## src/rtl/code128_symbol_decoder_top_macros.svh

```systemverilog
// Assertion macros for the Code 128 symbol decoder.
`ifndef CODE128_SYMBOL_DECODER_TOP_MACROS_SVH
`define CODE128_SYMBOL_DECODER_TOP_MACROS_SVH

// Same-cycle implication, disabled during reset.
`define C128_ASSERT_IMP(label, clk, rst_n, ante, cons, msg) \
	label: assert property (@(posedge clk) disable iff (!rst_n) (ante) |-> (cons)) \
		else $error(msg);

// Next-cycle implication, disabled during reset.
`define C128_ASSERT_NXT(label, clk, rst_n, ante, cons, msg) \
	label: assert property (@(posedge clk) disable iff (!rst_n) (ante) |=> (cons)) \
		else $error(msg);

`endif

```

## src/rtl/c128_pkg.sv

```systemverilog
// Shared types, symbol codes and helper functions of the Code 128 decoder.
package c128_pkg;

	localparam logic [6:0] SYM_SHIFT   = 7'd98;
	localparam logic [6:0] SYM_TO_C    = 7'd99;
	localparam logic [6:0] SYM_TO_B    = 7'd100;
	localparam logic [6:0] SYM_TO_A    = 7'd101;
	localparam logic [6:0] SYM_START_A = 7'd103;
	localparam logic [6:0] SYM_START_C = 7'd105;
	localparam logic [6:0] SYM_STOP    = 7'd106;
	localparam logic [6:0] CHECK_MOD   = 7'd103;

	localparam logic [6:0] SYM_A_CTRL  = 7'd64;
	localparam logic [6:0] SYM_AB_END  = 7'd96;
	localparam logic [6:0] SYM_C_END   = 7'd100;

	localparam logic [6:0] CHAR_SPACE  = 7'd32;
	localparam logic [6:0] CHAR_ZERO   = 7'd48;

	localparam logic [2:0] KIND_CHAR     = 3'd0;
	localparam logic [2:0] KIND_OK       = 3'd1;
	localparam logic [2:0] KIND_CHECKSUM = 3'd2;
	localparam logic [2:0] KIND_FORMAT   = 3'd3;
	localparam logic [2:0] KIND_EMPTY    = 3'd4;

	typedef enum logic [1:0] {
		SET_A = 2'd0,
		SET_B = 2'd1,
		SET_C = 2'd2
	} set_t;

	typedef enum logic [1:0] {
		OP_START  = 2'd0,
		OP_DATA   = 2'd1,
		OP_STOP   = 2'd2,
		OP_FORMAT = 2'd3
	} op_t;

	// One classified symbol handed from front to back.
	typedef struct packed {
		op_t        op;
		logic [6:0] sym;
		logic [6:0] term;
		logic [1:0] count;
		logic [6:0] char0;
		logic [6:0] char1;
	} cmd_t;

	typedef struct packed {
		logic [2:0] kind;
		logic [6:0] char_code;
		logic       row_end;
	} res_t;

	// x mod 103 for a 14-bit x: fold three times with 128 = 25 (mod 103), then one trim by 206 or 103.
	function automatic logic [6:0] mod103(input logic [13:0] x);
		logic [11:0] f1;
		logic [9:0]  f2;
		logic [7:0]  f3;
		logic [7:0]  r;
		f1 = {1'b0, x[13:7], 4'b0} + {2'b0, x[13:7], 3'b0} + {5'b0, x[13:7]}
			+ {5'b0, x[6:0]};
		f2 = {1'b0, f1[11:7], 4'b0} + {2'b0, f1[11:7], 3'b0} + {5'b0, f1[11:7]}
			+ {3'b0, f1[6:0]};
		f3 = {1'b0, f2[9:7], 4'b0} + {2'b0, f2[9:7], 3'b0} + {5'b0, f2[9:7]}
			+ {1'b0, f2[6:0]};
		if (f3 >= {CHECK_MOD, 1'b0}) begin
			r = f3 - {CHECK_MOD, 1'b0};
		end else if (f3 >= {1'b0, CHECK_MOD}) begin
			r = f3 - {1'b0, CHECK_MOD};
		end else begin
			r = f3;
		end
		return r[6:0];
	endfunction

	// Tens digit of a value below 100.
	function automatic logic [3:0] tens_digit(input logic [6:0] v);
		logic [3:0] t;
		t = 4'd0;
		for (int i = 1; i < 10; i++) begin
			if (v >= 7'(10 * i)) begin
				t = t + 4'd1;
			end
		end
		return t;
	endfunction

endpackage

```

## src/rtl/code128_symbol_decoder_top.sv

```systemverilog
// Top level of the Code 128 symbol-value decoder.
// Accepts one symbol value per cycle through push/full while full is low, and
// delivers characters and row status through empty/pop. A symbol is classified
// in the front part (code set, shift, position, weighted term), held in its
// stage register and enters the command queue when the queue has room. The
// results it causes (the characters held from the previous symbol, or the row
// status) go into the result queue, whose head drives the result ports. The
// back part writes one result per cycle into a two-entry result queue while
// that queue has room. The symbol after a code set C digit pair releases both
// digits, so it stays in the back part until both are written. The sustained
// rate is one symbol per cycle for symbols releasing at most one character,
// while results are popped. There is no clearing pass after reset.
`include "code128_symbol_decoder_top_macros.svh"

module code128_symbol_decoder_top #(
	parameter int CMD_DEPTH = 2
) (
	input  logic       clk,
	input  logic       arst_n,
	input  logic       push,
	output logic       full,
	input  logic [6:0] symbol_value,
	output logic       empty,
	input  logic       pop,
	output logic [2:0] kind,
	output logic [6:0] char_code,
	output logic       row_end
);
	import c128_pkg::*;

	logic cmd_push;
	logic cmd_full;
	logic cmd_pop;
	logic cmd_empty;
	cmd_t cmd_wr;
	cmd_t cmd_rd;

	c128_front u_front (
		.clk          (clk),
		.arst_n       (arst_n),
		.push         (push),
		.full         (full),
		.symbol_value (symbol_value),
		.cmd_push     (cmd_push),
		.cmd          (cmd_wr),
		.cmd_full     (cmd_full)
	);

	c128_cmd_queue #(
		.DEPTH (CMD_DEPTH)
	) u_cmd_queue (
		.clk     (clk),
		.arst_n  (arst_n),
		.push    (cmd_push),
		.wr_data (cmd_wr),
		.full    (cmd_full),
		.pop     (cmd_pop),
		.rd_data (cmd_rd),
		.empty   (cmd_empty)
	);

	c128_back u_back (
		.clk       (clk),
		.arst_n    (arst_n),
		.cmd       (cmd_rd),
		.cmd_valid (!cmd_empty),
		.cmd_pop   (cmd_pop),
		.empty     (empty),
		.pop       (pop),
		.kind      (kind),
		.char_code (char_code),
		.row_end   (row_end)
	);

	`C128_ASSERT_IMP(a_end_matches_kind, clk, arst_n, !empty, row_end == (kind != KIND_CHAR), "row_end disagrees with item kind")
	`C128_ASSERT_IMP(a_status_no_char, clk, arst_n, !empty && row_end, char_code == 7'd0, "status item carries a character")
	`C128_ASSERT_IMP(a_cmd_no_overflow, clk, arst_n, cmd_push, !cmd_full, "command pushed into full queue")
	`C128_ASSERT_NXT(a_cmd_kept, clk, arst_n, cmd_push && !cmd_pop, !cmd_empty, "pushed command lost")

endmodule

```

## src/rtl/c128_front.sv

```systemverilog
// Front part: accepts symbols, tracks row, code set and position, builds commands.
module c128_front (
	input  logic            clk,
	input  logic            arst_n,
	input  logic            push,
	output logic            full,
	input  logic [6:0]      symbol_value,
	output logic            cmd_push,
	output c128_pkg::cmd_t  cmd,
	input  logic            cmd_full
);
	import c128_pkg::*;

	logic        row_active_q;
	set_t        code_set_q;
	logic        shift_q;
	logic [6:0]  position_q;

	logic        valid_s1;
	op_t         op_s1;
	logic [6:0]  sym_s1;
	set_t        set_s1;
	logic [13:0] prod_s1;

	logic        accept;
	logic        row_n;
	set_t        set_n;
	logic        shift_n;
	logic [6:0]  pos_n;
	logic [6:0]  pos_inc;
	logic [6:0]  start_off;
	logic        is_start;
	op_t         op_d;
	logic [3:0]  tens;
	logic [6:0]  ones;

	assign full     = valid_s1 && cmd_full;
	assign accept   = push && !full;
	assign cmd_push = valid_s1 && !cmd_full;

	assign pos_inc   = (position_q == CHECK_MOD - 7'd1) ? 7'd0 : position_q + 7'd1;
	assign start_off = symbol_value - SYM_START_A;
	assign is_start  = symbol_value inside {[SYM_START_A:SYM_START_C]};

	always_comb begin
		row_n   = row_active_q;
		set_n   = code_set_q;
		shift_n = shift_q;
		pos_n   = position_q;
		op_d    = OP_FORMAT;
		if (!row_active_q) begin
			if (is_start) begin
				row_n   = 1'b1;
				set_n   = set_t'(start_off[1:0]);
				shift_n = 1'b0;
				pos_n   = 7'd0;
				op_d    = OP_START;
			end
		end else if (symbol_value == SYM_STOP || symbol_value >= SYM_START_A) begin
			op_d    = (symbol_value == SYM_STOP) ? OP_STOP : OP_FORMAT;
			row_n   = 1'b0;
			set_n   = SET_A;
			shift_n = 1'b0;
			pos_n   = 7'd0;
		end else begin
			op_d    = OP_DATA;
			pos_n   = pos_inc;
			shift_n = 1'b0;
			case (code_set_q)
				SET_C: begin
					if (symbol_value == SYM_TO_A) begin
						set_n = SET_A;
					end else if (symbol_value == SYM_TO_B) begin
						set_n = SET_B;
					end
				end
				SET_B: begin
					if (symbol_value == SYM_SHIFT) begin
						shift_n = 1'b1;
						set_n   = SET_A;
					end else if (symbol_value == SYM_TO_A) begin
						set_n = SET_A;
					end else if (symbol_value == SYM_TO_C) begin
						set_n = SET_C;
					end
				end
				default: begin
					if (symbol_value == SYM_SHIFT) begin
						shift_n = 1'b1;
						set_n   = SET_B;
					end else if (symbol_value == SYM_TO_B) begin
						set_n = SET_B;
					end else if (symbol_value == SYM_TO_C) begin
						set_n = SET_C;
					end
				end
			endcase
			if (shift_q) begin
				set_n = (set_n == SET_A) ? SET_B : SET_A;
			end
		end
	end

	always_ff @(posedge clk or negedge arst_n) begin
		if (!arst_n) begin
			row_active_q <= 1'b0;
			code_set_q   <= SET_A;
			shift_q      <= 1'b0;
			position_q   <= 7'd0;
			valid_s1     <= 1'b0;
		end else begin
			if (accept) begin
				row_active_q <= row_n;
				code_set_q   <= set_n;
				shift_q      <= shift_n;
				position_q   <= pos_n;
				valid_s1     <= 1'b1;
			end else if (cmd_push) begin
				valid_s1     <= 1'b0;
			end
		end
	end

	always_ff @(posedge clk) begin
		if (accept) begin
			op_s1   <= op_d;
			sym_s1  <= symbol_value;
			set_s1  <= code_set_q;
			prod_s1 <= {7'b0, pos_inc} * {7'b0, symbol_value};
		end
	end

	assign tens = tens_digit(sym_s1);
	assign ones = sym_s1 - ({tens, 3'b0} + {2'b0, tens, 1'b0});

	always_comb begin
		cmd.op    = op_s1;
		cmd.sym   = sym_s1;
		cmd.term  = mod103(prod_s1);
		cmd.count = 2'd0;
		cmd.char0 = 7'd0;
		cmd.char1 = 7'd0;
		case (set_s1)
			SET_C: begin
				if (sym_s1 < SYM_C_END) begin
					cmd.count = 2'd2;
					cmd.char0 = CHAR_ZERO + {3'b0, tens};
					cmd.char1 = CHAR_ZERO + ones;
				end
			end
			SET_B: begin
				if (sym_s1 < SYM_AB_END) begin
					cmd.count = 2'd1;
					cmd.char0 = CHAR_SPACE + sym_s1;
				end
			end
			default: begin
				if (sym_s1 < SYM_A_CTRL) begin
					cmd.count = 2'd1;
					cmd.char0 = CHAR_SPACE + sym_s1;
				end else if (sym_s1 < SYM_AB_END) begin
					cmd.count = 2'd1;
					cmd.char0 = sym_s1 - SYM_A_CTRL;
				end
			end
		endcase
	end

endmodule

```

## src/rtl/c128_cmd_queue.sv

```systemverilog
// Command queue between the front and back parts.
module c128_cmd_queue #(
	parameter int DEPTH = 2
) (
	input  logic            clk,
	input  logic            arst_n,
	input  logic            push,
	input  c128_pkg::cmd_t  wr_data,
	output logic            full,
	input  logic            pop,
	output c128_pkg::cmd_t  rd_data,
	output logic            empty
);
	import c128_pkg::*;

	localparam int AW = (DEPTH > 1) ? $clog2(DEPTH) : 1;
	localparam int CW = $clog2(DEPTH + 1);

	cmd_t          mem_q [DEPTH];
	logic [AW-1:0] wr_ptr_q;
	logic [AW-1:0] rd_ptr_q;
	logic [CW-1:0] count_q;

	assign full    = (count_q == CW'(DEPTH));
	assign empty   = (count_q == '0);
	assign rd_data = mem_q[rd_ptr_q];

	always_ff @(posedge clk or negedge arst_n) begin
		if (!arst_n) begin
			wr_ptr_q <= '0;
			rd_ptr_q <= '0;
			count_q  <= '0;
		end else begin
			if (push) begin
				wr_ptr_q <= (wr_ptr_q == AW'(DEPTH - 1)) ? '0 : wr_ptr_q + 1'b1;
			end
			if (pop) begin
				rd_ptr_q <= (rd_ptr_q == AW'(DEPTH - 1)) ? '0 : rd_ptr_q + 1'b1;
			end
			if (push && !pop) begin
				count_q <= count_q + 1'b1;
			end else if (pop && !push) begin
				count_q <= count_q - 1'b1;
			end
		end
	end

	always_ff @(posedge clk) begin
		if (push) begin
			mem_q[wr_ptr_q] <= wr_data;
		end
	end

endmodule

```

## src/rtl/c128_back.sv

```systemverilog
// Back part: held characters, checksum, row status and the result queue.
module c128_back (
	input  logic            clk,
	input  logic            arst_n,
	input  c128_pkg::cmd_t  cmd,
	input  logic            cmd_valid,
	output logic            cmd_pop,
	output logic            empty,
	input  logic            pop,
	output logic [2:0]      kind,
	output logic [6:0]      char_code,
	output logic            row_end
);
	import c128_pkg::*;

	localparam logic [1:0] RES_FULL = 2'd2;

	logic [6:0] pend0_q;
	logic [6:0] pend1_q;
	logic [1:0] pcount_q;
	logic [6:0] chk_q;
	logic [6:0] last_q;
	logic [6:0] prev_q;
	logic       any_q;
	logic       idx_q;

	res_t       res_mem_q [2];
	logic       wr_ptr_q;
	logic       rd_ptr_q;
	logic [1:0] rcount_q;

	logic       res_pop;
	logic       room;
	logic       res_push;
	res_t       res;
	logic [6:0] diff;
	logic [7:0] sum;
	logic [6:0] chk_next;

	assign empty   = (rcount_q == 2'd0);
	assign res_pop = pop && !empty;
	assign room    = (rcount_q != RES_FULL) || res_pop;

	assign diff     = (chk_q >= last_q) ? chk_q - last_q : chk_q + CHECK_MOD - last_q;
	assign sum      = {1'b0, chk_q} + {1'b0, cmd.term};
	assign chk_next = (sum >= {1'b0, CHECK_MOD}) ? 7'(sum - {1'b0, CHECK_MOD}) : sum[6:0];

	always_comb begin
		res_push      = 1'b0;
		cmd_pop       = 1'b0;
		res.kind      = KIND_CHAR;
		res.char_code = 7'd0;
		res.row_end   = 1'b0;
		if (cmd_valid) begin
			case (cmd.op)
				OP_DATA: begin
					if (pcount_q == 2'd0) begin
						cmd_pop = 1'b1;
					end else begin
						res_push      = room;
						res.char_code = idx_q ? pend1_q : pend0_q;
						cmd_pop       = room && ({1'b0, idx_q} + 2'd1 == pcount_q);
					end
				end
				OP_STOP: begin
					res_push    = room;
					cmd_pop     = room;
					res.row_end = 1'b1;
					if (diff != prev_q) begin
						res.kind = KIND_CHECKSUM;
					end else begin
						res.kind = any_q ? KIND_OK : KIND_EMPTY;
					end
				end
				OP_FORMAT: begin
					res_push    = room;
					cmd_pop     = room;
					res.row_end = 1'b1;
					res.kind    = KIND_FORMAT;
				end
				default: begin
					cmd_pop = 1'b1;
				end
			endcase
		end
	end

	always_ff @(posedge clk or negedge arst_n) begin
		if (!arst_n) begin
			pend0_q  <= 7'd0;
			pend1_q  <= 7'd0;
			pcount_q <= 2'd0;
			chk_q    <= 7'd0;
			last_q   <= 7'd0;
			prev_q   <= 7'd0;
			any_q    <= 1'b0;
			idx_q    <= 1'b0;
			wr_ptr_q <= 1'b0;
			rd_ptr_q <= 1'b0;
			rcount_q <= 2'd0;
		end else begin
			if (cmd_pop) begin
				idx_q <= 1'b0;
				if (cmd.op == OP_DATA) begin
					pend0_q  <= cmd.char0;
					pend1_q  <= cmd.char1;
					pcount_q <= cmd.count;
					chk_q    <= chk_next;
					last_q   <= cmd.term;
					prev_q   <= cmd.sym;
					any_q    <= any_q || (cmd.count != 2'd0);
				end else begin
					pcount_q <= 2'd0;
					last_q   <= 7'd0;
					prev_q   <= 7'd0;
					any_q    <= 1'b0;
					chk_q    <= (cmd.op == OP_START) ? cmd.sym - SYM_START_A : 7'd0;
				end
			end else if (res_push) begin
				idx_q <= 1'b1;
			end
			if (res_push) begin
				wr_ptr_q <= !wr_ptr_q;
			end
			if (res_pop) begin
				rd_ptr_q <= !rd_ptr_q;
			end
			if (res_push && !res_pop) begin
				rcount_q <= rcount_q + 2'd1;
			end else if (res_pop && !res_push) begin
				rcount_q <= rcount_q - 2'd1;
			end
		end
	end

	always_ff @(posedge clk) begin
		if (res_push) begin
			res_mem_q[wr_ptr_q] <= res;
		end
	end

	assign kind      = res_mem_q[rd_ptr_q].kind;
	assign char_code = res_mem_q[rd_ptr_q].char_code;
	assign row_end   = res_mem_q[rd_ptr_q].row_end;

endmodule
```

## config.mk

```make
export PLATFORM = sky130hd
export DESIGN_NAME = code128_symbol_decoder_top
export DESIGN_NICKNAME = d
export VERILOG_FILES = /design/src/rtl/c128_pkg.sv /design/src/rtl/code128_symbol_decoder_top.sv /design/src/rtl/c128_front.sv /design/src/rtl/c128_cmd_queue.sv /design/src/rtl/c128_back.sv
export VERILOG_INCLUDE_DIRS = /design/src /design/src/rtl
export SDC_FILE = /design/constraint.sdc
export NUM_CORES = 1
export LEC_CHECK = 0
export BUFFER_PORTS_ARGS = -buffer_cell sky130_fd_sc_hd__buf_2
export CAP_MARGIN = 25
export CORE_MARGIN = 3
export CORE_UTILIZATION = 46
export DETAILED_ROUTE_END_ITERATION = 6
export GPL_TIMING_DRIVEN = 0
export PLACE_DENSITY = 0.7
export SETUP_SLACK_MARGIN = 0.2
export SLEW_MARGIN = 40
export SYNTH_ARGS = -nofsm -noshare
export SYNTH_HDL_FRONTEND = slang
export SYNTH_SLANG_ARGS = --single-unit
```

## constraint.sdc

```tcl
create_clock -name clk -period 23.1 [get_ports clk]
set_input_delay 4.62 -clock clk [delete_from_list [all_inputs] [get_ports clk]]
set_output_delay 4.62 -clock clk [all_outputs]
set_load 0.05 [all_outputs]
```

==> out/metrics.cfg, run 1 <==
[outcome]
status=completed

[run]
cap_violations=0

[final_layout]
most-common-layout-cells=147 x inv_1, 143 x ha_1, 111 x edfxtp_1, 110 x nand2_1, 69 x nor2_1
layout.cells.non_filler=1651
diodes=0
nets=1468
areaGrowthSynthToFinish_pct=10.0
layout_commonest_cell=inv_1
drive_above_1_share=0.0821

[logic_synthesis]
ys_seq_area_frac=0.378
synthesis.area_um2=12700
synth_top_area_frac=0.262
synth_flop_cell=edfxtp_1
synth_cell_types=77
synth_area_leaders=edfxtp_1 26%, ha_1 14%, dfrtp_1 12%
yosysWarnings=0
synth_edf_count=111
synthCells=1221
yosysTopAreaCell=edfxtp_1
syn_area_per_cell_um2=10.4
synth_nets=1423
yosys_register_bits=170
async_reset_ff_frac=0.347

[drt]
ant_nets=0
wire_per_inst_um=14.6
drt_pass1_iterations=5
drc=0
routed_via_density=5.25
drtIter0Drc=502
routed_wl_um=24000
num_vias=8675

[min_path]
min_path_type=flop to flop
hold_end=u_cmd_queue.mem_q[0][30]$_DFFE_PP_
holdCritStartpoint=u_front.op_s1[0]$_DFFE_PP_
hold_path_depth=0

[critical_path]
cp_num_buf_inv=6
cp_common_cell=inv_1
crit_path_end_kind=flop
r2r_cells=36
path_max_fanout=10
critPathTopFamily=adder cells
setup.worst_path.class=input pin to flop
crit_arrival_ns=8.96
slowest_stage=fa_1
required_ns=23.27
r2r_slack_ns=14.63
startpoint_type=input pin
timing.rr.end=u_cmd_queue.mem_q[1][19]$_DFFE_PP_
cp_cell_sequence=buf_2 -> clkbuf_1 -> nand2_1 -> fa_1 -> inv_1 -> ha_1 -> inv_1 -> fa_1 -> fa_1 -> inv_1 -> ha_1 -> inv_1 -> o21bai_1 -> a21oi_1 -> nor2b_1 -> o21a_1 -> o31a_1 -> o41ai_1 -> xnor2_1
reg2reg_from=u_front.prod_s1[8]$_DFFE_PP_
max_stage_delay_ns=0.55

[global_route]
grt_pass1_vias=8440
grt_max_degree=60
grt_antenna_before_repair=0
overflow=0
grt_usage=0.169
grt_pass1_wl_um=40500

[cts]
post-cts-setup-buffers=0
cts_resized=0
cts.clk_slew.worst_paths_ns=0.07
cts_tree=yes
numCtsBuffers=17
insertion_delay_ns=0.44
clock-sinks=170
cts_buffer_depth=2
cts_hold_buf=0
htreeDepth=4
root_buffer=clkbuf_16

[timing]
slew_violations=0
holdWs_ns=0.454
finalSetupTns_ns=0
fin_skew_ns=0.0142
hold_viol=0
tightest_slew_ns=0.735
fin_crit_sh=0.380
rsz0062_at_grt=no
slew_headroom=0.506
period_needed_ns=8.79
setup_viol=0
fmax_mhz=114

[floorplan]
die_h_um=172
die_area_um2=29700
pin_count=24
rows=60
dieWidth_um=172
core-area_um2=27100
start_util=0.470

[place]
portBuffers=23
dpl.cell_count=1618
hpwl_um=18200
gp_congestion=0.841

## layer usage
layer  part of all wire  GRT usage  vias up  routed length, µm
met5                  0          0        -                  0
met2               0.47      0.274      151              11400
met1               0.48      0.239     4176              11500
met3              0.036     0.0235       20                867
li1                   -          -     4328                  -
met4             0.0091     0.0472        0                219
## state kept, by name, indices dropped and copies added (netlist names), 7 cells and up
name / count
u_cmd_queue.mem_q: 64
u_front.prod_s1: 14
u_back.res_mem_q: 22
u_front.position_q: 7
u_back.chk_q: 7
u_back.last_q: 7
u_back.prev_q: 7
u_back.pend1_q: 7
u_front.sym_s1: 7
u_back.pend0_q: 7
## cell families after synthesis
| logic type | synth area share |
|---|---|
| AO/OA/AOI/OAI | 0.114 |
| XOR/XNOR | 0.0780 |
| adder cells (fa/ha/maj) | 0.217 |
| buffers and inverters | 0.0526 |
| flip-flops | 0.378 |
| multiplexers | 0.0535 |
| AND/OR/NAND/NOR | 0.107 |
## worst max path at each step
stage	from	to	slack, ns	cells after the start
detailed placement	symbol_value[3]	u_front.prod_s1[13]$_DFFE_PP_	13.85	19
global placement	symbol_value[3]	u_front.prod_s1[13]$_DFFE_PP_	13.92	19
floorplan	symbol_value[3]	u_front.prod_s1[13]$_DFFE_PP_	14.43	15
CTS	symbol_value[3]	u_front.prod_s1[13]$_DFFE_PP_	14.31	19
global route	u_front.prod_s1[7]$_DFFE_PP_	u_cmd_queue.mem_q[1][19]$_DFFE_PP_	13.80	36
finish	symbol_value[3]	u_front.prod_s1[13]$_DFFE_PP_	14.31	19
## stage by stage
step | cell area, µm² | setup WS (ns) | util
after floorplan | 12700 | 14.43 | -
after global placement | 13300 | 13.92 | 0.491
after global routing | 14000 | 13.80 | 0.517
after CTS | 14000 | 14.31 | 0.516
after detailed placement | 13400 | 13.85 | 0.494
final | 14000 | 14.31 | 0.517
## area by class of cell
class,count,area [µm²]
clock buffer,18,429
tap,372,465
fill,2374,13100
sequential,170,4810
multi-input combinational,875,7270
clock inverter,14,178
timing repair buffer,26,181
inverter,148,556
buffer,28,114
## cells in the mapped netlist (5+ instances only)
cell type	instances
a211oi_1	8
a21o_1	15
a21oi_1	55
a22o_1	11
a31oi_1	13
and2_1	21
and3_1	8
clkbuf_1	22
dfrtp_1	59
edfxtp_1	111
fa_1	48
ha_1	143
inv_1	147
mux2_2	23
mux2i_1	41
nand2_1	110
nand2b_1	6
nand3_1	7
nor2_1	70
nor2b_1	12
nor3_1	24
nor3b_1	5
o21a_1	9
o21ai_0	59
o21bai_1	15
o221ai_1	5
o41ai_1	6
xnor2_1	68
xor2_1	27
Power of run 1 is left out: the tool's default activity adds up to more than one toggle a clock period on the data nets, which glitch-free logic cannot reach.
==> run 2: changes to the inputs <==
Clock period 23.1 ns to 9.1 ns, I/O delays scaled along.
==> run 2 against run 1 <==
Compared with the run above: via count down 0.36%; critical endpoint is now u_cmd_queue.mem_q[1][19]$_DFFE_PP_; global-route usage stayed put; count of clock-buffer cells in the layout stayed put; sequential cell count stayed put; first-iteration DRC count increased by 10%; critical path depth grew 17; hold slack lost 0.00051 ns.
==> out/metrics.cfg, run 2 (synthesis gave the netlist of run 1 again) <==
[timing]
finalSetupTns_ns=0  ; unchanged
tightest_slew_ns=0.737  ; was 0.735 ns
fin_skew_ns=0.0116  ; was 0.0142 ns
setup_viol=0  ; unchanged
fmax_mhz=123
hold_viol=0  ; unchanged
period_needed_ns=8.13
fin_crit_sh=0.893
slew_violations=0  ; unchanged
rsz0062_at_grt=no  ; unchanged
slew_headroom=0.505  ; was 0.506

[cts]
post-cts-setup-buffers=0  ; unchanged
cts_tree=yes  ; unchanged
root_buffer=clkbuf_16  ; unchanged
htreeDepth=4  ; unchanged
cts_hold_buf=0  ; unchanged
clock-sinks=170  ; unchanged
cts.clk_slew.worst_paths_ns=0.07  ; about the same
cts_buffer_depth=2  ; unchanged
insertion_delay_ns=0.44  ; about the same
numCtsBuffers=17  ; unchanged

[drt]
route.met2.wl_um=11400  ; about the same
met1_length_um=11700  ; was 11,500 µm
ant_nets=0  ; unchanged
num_vias=8644  ; was 8,675
wl_met3_um=803  ; was 867 µm
topRoutingLayerUsed=met4  ; unchanged
routed_via_density=5.24  ; was 5.25
drc=0  ; unchanged
drt_pass1_iterations=4  ; was 5
drtIter0Drc=552  ; was 502
wire_per_inst_um=14.6  ; about the same
routed_wl_um=24100  ; was 24,000 µm

[final_layout]
largest_register_ffs=64  ; unchanged
layout_commonest_cell=inv_1  ; unchanged
layout.cells.non_filler=1651  ; unchanged
largestRegisters=u_cmd_queue.mem_q: 64 flops, u_back.res_mem_q: 22 flops, u_front.prod_s1: 14 flops  ; unchanged
multiInputGateArea_um2=7290  ; was 7270 µm²
diodes=0  ; unchanged
fillers=2371  ; was 2,374
top_register=u_cmd_queue.mem_q  ; unchanged
drive_above_1_share=0.0852  ; was 0.0821
most-common-layout-cells=147 x inv_1, 143 x ha_1, 111 x edfxtp_1, 110 x nand2_1, 69 x nor2_1  ; unchanged
nets=1468  ; unchanged
areaGrowthSynthToFinish_pct=10.2  ; was 10.0%
ff_latch_area_um2=4810  ; unchanged

[critical_path]
crit_end=u_cmd_queue.mem_q[1][19]$_DFFE_PP_  ; was u_front.prod_s1[13]$_DFFE_PP_
crit_start=u_front.prod_s1[8]$_DFFE_PP_  ; was symbol_value[3]
required_ns=9.26  ; was 23.27 ns
setup.worst_path.class=flop to flop  ; was input pin to flop
crit_path_end_kind=flop  ; unchanged
r2r_slack_ns=0.97  ; was 14.63 ns
reg2reg_from=u_front.prod_s1[8]$_DFFE_PP_  ; unchanged
max_stage_delay_ns=0.48  ; was 0.55 ns
timing.rr.end=u_cmd_queue.mem_q[1][19]$_DFFE_PP_  ; unchanged
slowest_stage=fa_1  ; unchanged
cp_common_cell=a21oi_1  ; was inv_1
r2r_cells=36  ; unchanged
startpoint_type=flop  ; was input pin
crit_arrival_ns=8.29  ; was 8.96 ns
path_max_fanout=7  ; was 10

[floorplan]
die_area_um2=29700  ; unchanged
rows=60  ; unchanged
start_util=0.470  ; unchanged
core-area_um2=27100  ; unchanged
die_h_um=172  ; unchanged
pin_count=24  ; unchanged
dieWidth_um=172  ; unchanged

[global_route]
grt_pass1_vias=8440  ; unchanged
grt_usage=0.169  ; unchanged
overflow=0  ; unchanged
grt_pass1_wl_um=40500  ; unchanged
grt_max_degree=60  ; unchanged
grt_antenna_before_repair=0  ; unchanged

[min_path]
min_path_type=flop to flop  ; unchanged

[outcome]
status=completed  ; unchanged

[run]
cap_violations=0  ; unchanged

[place]
portBuffers=23  ; unchanged
dpl.cell_count=1618  ; unchanged
hpwl_um=18200  ; unchanged
gp_congestion=0.841  ; unchanged

## run 2: how the worst min path moves through the flow
stage                                         end  cells after the start                       start
2_1_floorplan  u_cmd_queue.mem_q[0][30]$_DFFE_PP_                      0  u_front.op_s1[0]$_DFFE_PP_
3_3_place_gp   u_cmd_queue.mem_q[0][30]$_DFFE_PP_                      0  u_front.op_s1[0]$_DFFE_PP_
3_5_place_dp   u_cmd_queue.mem_q[1][30]$_DFFE_PP_                      0  u_front.op_s1[0]$_DFFE_PP_
4_1_cts        u_cmd_queue.mem_q[1][30]$_DFFE_PP_                      0  u_front.op_s1[0]$_DFFE_PP_
5_1_grt        u_cmd_queue.mem_q[0][30]$_DFFE_PP_                      0  u_front.op_s1[0]$_DFFE_PP_
6_report       u_cmd_queue.mem_q[0][30]$_DFFE_PP_                      0  u_front.op_s1[0]$_DFFE_PP_
## run 2: timing repair
item,CTS,global route
setup endpoints to repair,0,12
gates resized for setup,0,4
hold endpoints to repair,0,0
## run 2: layout make-up
type,count,area share
Tap cell,372,0.0332
Buffer,28,0.00812
Inverter,148,0.0396
Multi-Input combinational cell,875,0.520
Sequential cell,170,0.343
Clock buffer,18,0.0306
Clock inverter,14,0.0127
Timing Repair Buffer,26,0.0129
## run 2: metrics by stage
stage                     hold WS (ns)  cell area [µm²]  worst slack, ns  utilization
after detailed placement         0.440            13400            0.621        0.494
final                            0.454            14000            0.974        0.518
after global routing             0.468            14000            0.202        0.518
after floorplan                  0.421            12700             1.56            -
after global placement           0.427            13300            0.737        0.491
after CTS                        0.454            14000            0.544        0.516
## run 2: routing by layer
layer  global-route usage  vias up
met5                    0        -
met4               0.0472        0
met3               0.0235       18
met2                0.274      129
met1                0.239     4170
li1                     -     4327
## run 2: critical path, delay by kind of cell, from the launching register on
family                     cells  cell delay, ns
buffers and inverters          4            0.31
adders and majority gates      8            3.00
DFF                            1            0.44
xor gates and xnor gates       4            0.76
and+or+nand+nor                4            0.65
AOI/OAI and AO/OA             16            2.70
Power of run 2 is left out for the same reason.
==> run 3: changes to the inputs <==
Settings changed: CORE_UTILIZATION 46 to 60, PLACE_DENSITY 0.7 to 0.86, RECOVER_POWER set to 25, SKIP_LAST_GASP set to 1.
==> run 3 against run 2 <==
Compared with the run above: the run now ends with max-capacitance violations, max-slew violations left; die area shrank 23%; routed wire length up 8.8%; design area down 1.3%; count of clock-buffer cells in the layout did not move; utilization up 16 points; sequential cell count unchanged; global-route usage up 6.9 points; register-to-register slack lost 0.21 ns; non-clock buffer count decreased by 1; hold slack got worse by 0.0040 ns; cell count shrank 6.2%; critical endpoint unchanged; highest routed layer unchanged.
==> out/metrics.cfg, run 3 (synthesis gave the netlist of run 1 again) <==
[floorplan]
die_area_um2=23000  ; was 29,700 µm²
core-area_um2=20600  ; was 27,100 µm²
start_util=0.619  ; was 0.470
die_h_um=152  ; was 172 µm
pin_count=24  ; unchanged
rows=52  ; was 60
dieWidth_um=152  ; was 172 µm

[cts]
htreeDepth=4  ; unchanged
post-cts-setup-buffers=0  ; unchanged
cts_buffer_depth=2  ; unchanged
numCtsBuffers=17  ; unchanged
cts_tree=yes  ; unchanged
clock-sinks=170  ; unchanged
insertion_delay_ns=0.44  ; about the same
root_buffer=clkbuf_16  ; unchanged
cts.clk_slew.worst_paths_ns=0.08  ; was 0.07 ns

[final_layout]
areaGrowthSynthToFinish_pct=8.75  ; was 10.2%
design_area_um2=13800  ; was 14,000 µm²
fillers=1487  ; was 2,371
most-common-layout-cells=147 x inv_1, 143 x ha_1, 111 x edfxtp_1, 110 x nand2_1, 70 x nor2_1  ; was 147 x inv_1, 143 x ha_1, 111 x edfxtp_1, 110 x nand2_1, 69 x nor2_1
layout_commonest_cell=inv_1  ; unchanged
largestRegisters=u_cmd_queue.mem_q: 64 flops, u_back.res_mem_q: 22 flops, u_front.prod_s1: 14 flops  ; unchanged
largest_register_ffs=64  ; unchanged
top_register=u_cmd_queue.mem_q  ; unchanged
drive_above_1_share=0.0728  ; was 0.0852
diodes=0  ; unchanged
nets=1467  ; was 1,468

[critical_path]
r2r_cells=36  ; unchanged
setup.worst_path.class=flop to flop  ; unchanged
max_stage_delay_ns=0.51  ; was 0.48 ns
crit_cells=36  ; unchanged
path_max_fanout=7  ; unchanged
cp_num_buf_inv=4  ; unchanged
required_ns=9.26  ; about the same
startpoint_type=flop  ; unchanged
crit_path_end_kind=flop  ; unchanged
cp_common_cell=a21oi_1  ; unchanged
slowest_stage=fa_1  ; unchanged
critPathTopFamily=adder cells  ; unchanged
crit_arrival_ns=8.49  ; was 8.29 ns

[place]
placed_area_um2=13200  ; was 13,400 µm²
gp_congestion=0.868  ; was 0.841
portBuffers=23  ; unchanged
place_ws_ns=0.660  ; was 0.621 ns
hpwl_um=19200  ; was 18,200 µm

[global_route]
grt_usage=0.238  ; was 0.169
overflow=0  ; unchanged
grt_max_degree=60  ; unchanged
grt_pass1_wl_um=44000  ; was 40,500 µm
grt_antenna_before_repair=0  ; unchanged
grt_pass1_vias=9249  ; was 8,440

[drt]
num_vias=9203  ; was 8,644
wire_per_inst_um=16.9  ; was 14.6 µm
topRoutingLayerUsed=met4  ; unchanged
wl_met3_um=1510  ; was 803 µm
drc=0  ; unchanged
route.met2.wl_um=13100  ; was 11,400 µm
drtIter0Drc=712  ; was 552
ant_nets=0  ; unchanged
routed_wl_um=26200  ; was 24,100 µm
drt_pass1_iterations=5  ; was 4
routed_via_density=5.95  ; was 5.24
met1_length_um=11000  ; was 11,700 µm

[outcome]
violations=max-capacitance violations, max-slew violations
status=finished with violations  ; was completed

[timing]
rsz0062_at_grt=no  ; unchanged
fin_skew_ns=0.0148  ; was 0.0116 ns
slew_violations=60  ; was 0
fin_crit_sh=0.916  ; was 0.893
tightest_slew_ns=3.15  ; was 0.737 ns
finalSetupTns_ns=0  ; unchanged
setup_slack_ns=0.767  ; was 0.974 ns
fmax_mhz=120  ; was 123 MHz
slew_headroom=-1.10  ; was 0.505
period_needed_ns=8.33  ; was 8.13 ns
setup_viol=0  ; unchanged
hold_viol=0  ; unchanged

[run]
cap_violations=1  ; was 0

[min_path]
hold_path_depth=0  ; unchanged
min_path_type=flop to flop  ; unchanged

[run 3: changes by cell type in the layout (fill, tap and decap cells not counted), moves of 2 or more]
cell | before | now
clkbuf_1 | 23 | 32
buf_2 | 24 | 16
inv_6 | 4 | 1
buf_16 | 2 | 0
inv_12 | 0 | 2
inv_8 | 2 | 4
xnor2_1 | 65 | 67
xnor2_2 | 3 | 1
[run 3: layout make-up]
| class | instances | area, µm² | area share |
|---|---|---|---|
| Timing Repair Buffer | 25 | 124 | 0.00895 |
| Clock buffer | 18 | 450 | 0.0325 |
| Sequential cell | 170 | 4810 | 0.348 |
| Multi-Input combinational cell | 875 | 7270 | 0.525 |
| Buffer | 28 | 110 | 0.00796 |
| Inverter | 148 | 556 | 0.0401 |
| Clock inverter | 14 | 185 | 0.0134 |
| Tap cell | 270 | 338 | 0.0244 |
[run 3: final timing paths]
path	from	endpoint	slack [ns]
worst max-delay path	u_front.prod_s1[7]$_DFFE_PP_	u_cmd_queue.mem_q[1][19]$_DFFE_PP_	0.77
worst min-delay path	u_front.op_s1[0]$_DFFE_PP_	u_cmd_queue.mem_q[1][30]$_DFFE_PP_	0.45
worst max register to register	u_front.prod_s1[7]$_DFFE_PP_	u_cmd_queue.mem_q[1][19]$_DFFE_PP_	0.77
worst min register to register	u_front.op_s1[0]$_DFFE_PP_	u_cmd_queue.mem_q[1][30]$_DFFE_PP_	0.45
max in group asynchronous	arst_n	u_front.code_set_q[0]$_DFFE_PN0P_	4.88
min in group asynchronous	arst_n	u_back.pend1_q[1]$_DFFE_PN0P_	2.41
[run 3: worst reg2reg max path: cells and delay by family, from the launching register on]
family                   cells  cell delay (ns)
buffers and inverters        4             0.32
adder cells (fa/ha/maj)      8             3.04
flip-flops                   1             0.37
XOR/XNOR                     4             0.82
AND/OR/NAND/NOR              4             0.75
AO/OA/AOI/OAI               16             2.76
[run 3: layer usage]
metal	global-route usage	up-vias
met5	0	-
met1	0.305	4468
met4	0.0737	0
li1	-	4334
met3	0.0428	60
met2	0.414	341
[run 3: stage by stage]
stage,hold WS (ns),util,instances
5_1_grt,0.457,0.673,1548
3_3_place_gp,0.434,0.641,1514
4_1_cts,0.448,0.675,1548
6_report,0.450,0.673,1548
3_5_place_dp,0.431,0.644,1516
2_1_floorplan,0.421,-,1221
[run 3: what timing repair did]
action,CTS,global route
endpoints found under the setup margin,0,12
resized for setup,0,3
hold buffers,0,0
Power of run 3 is left out for the same reason.
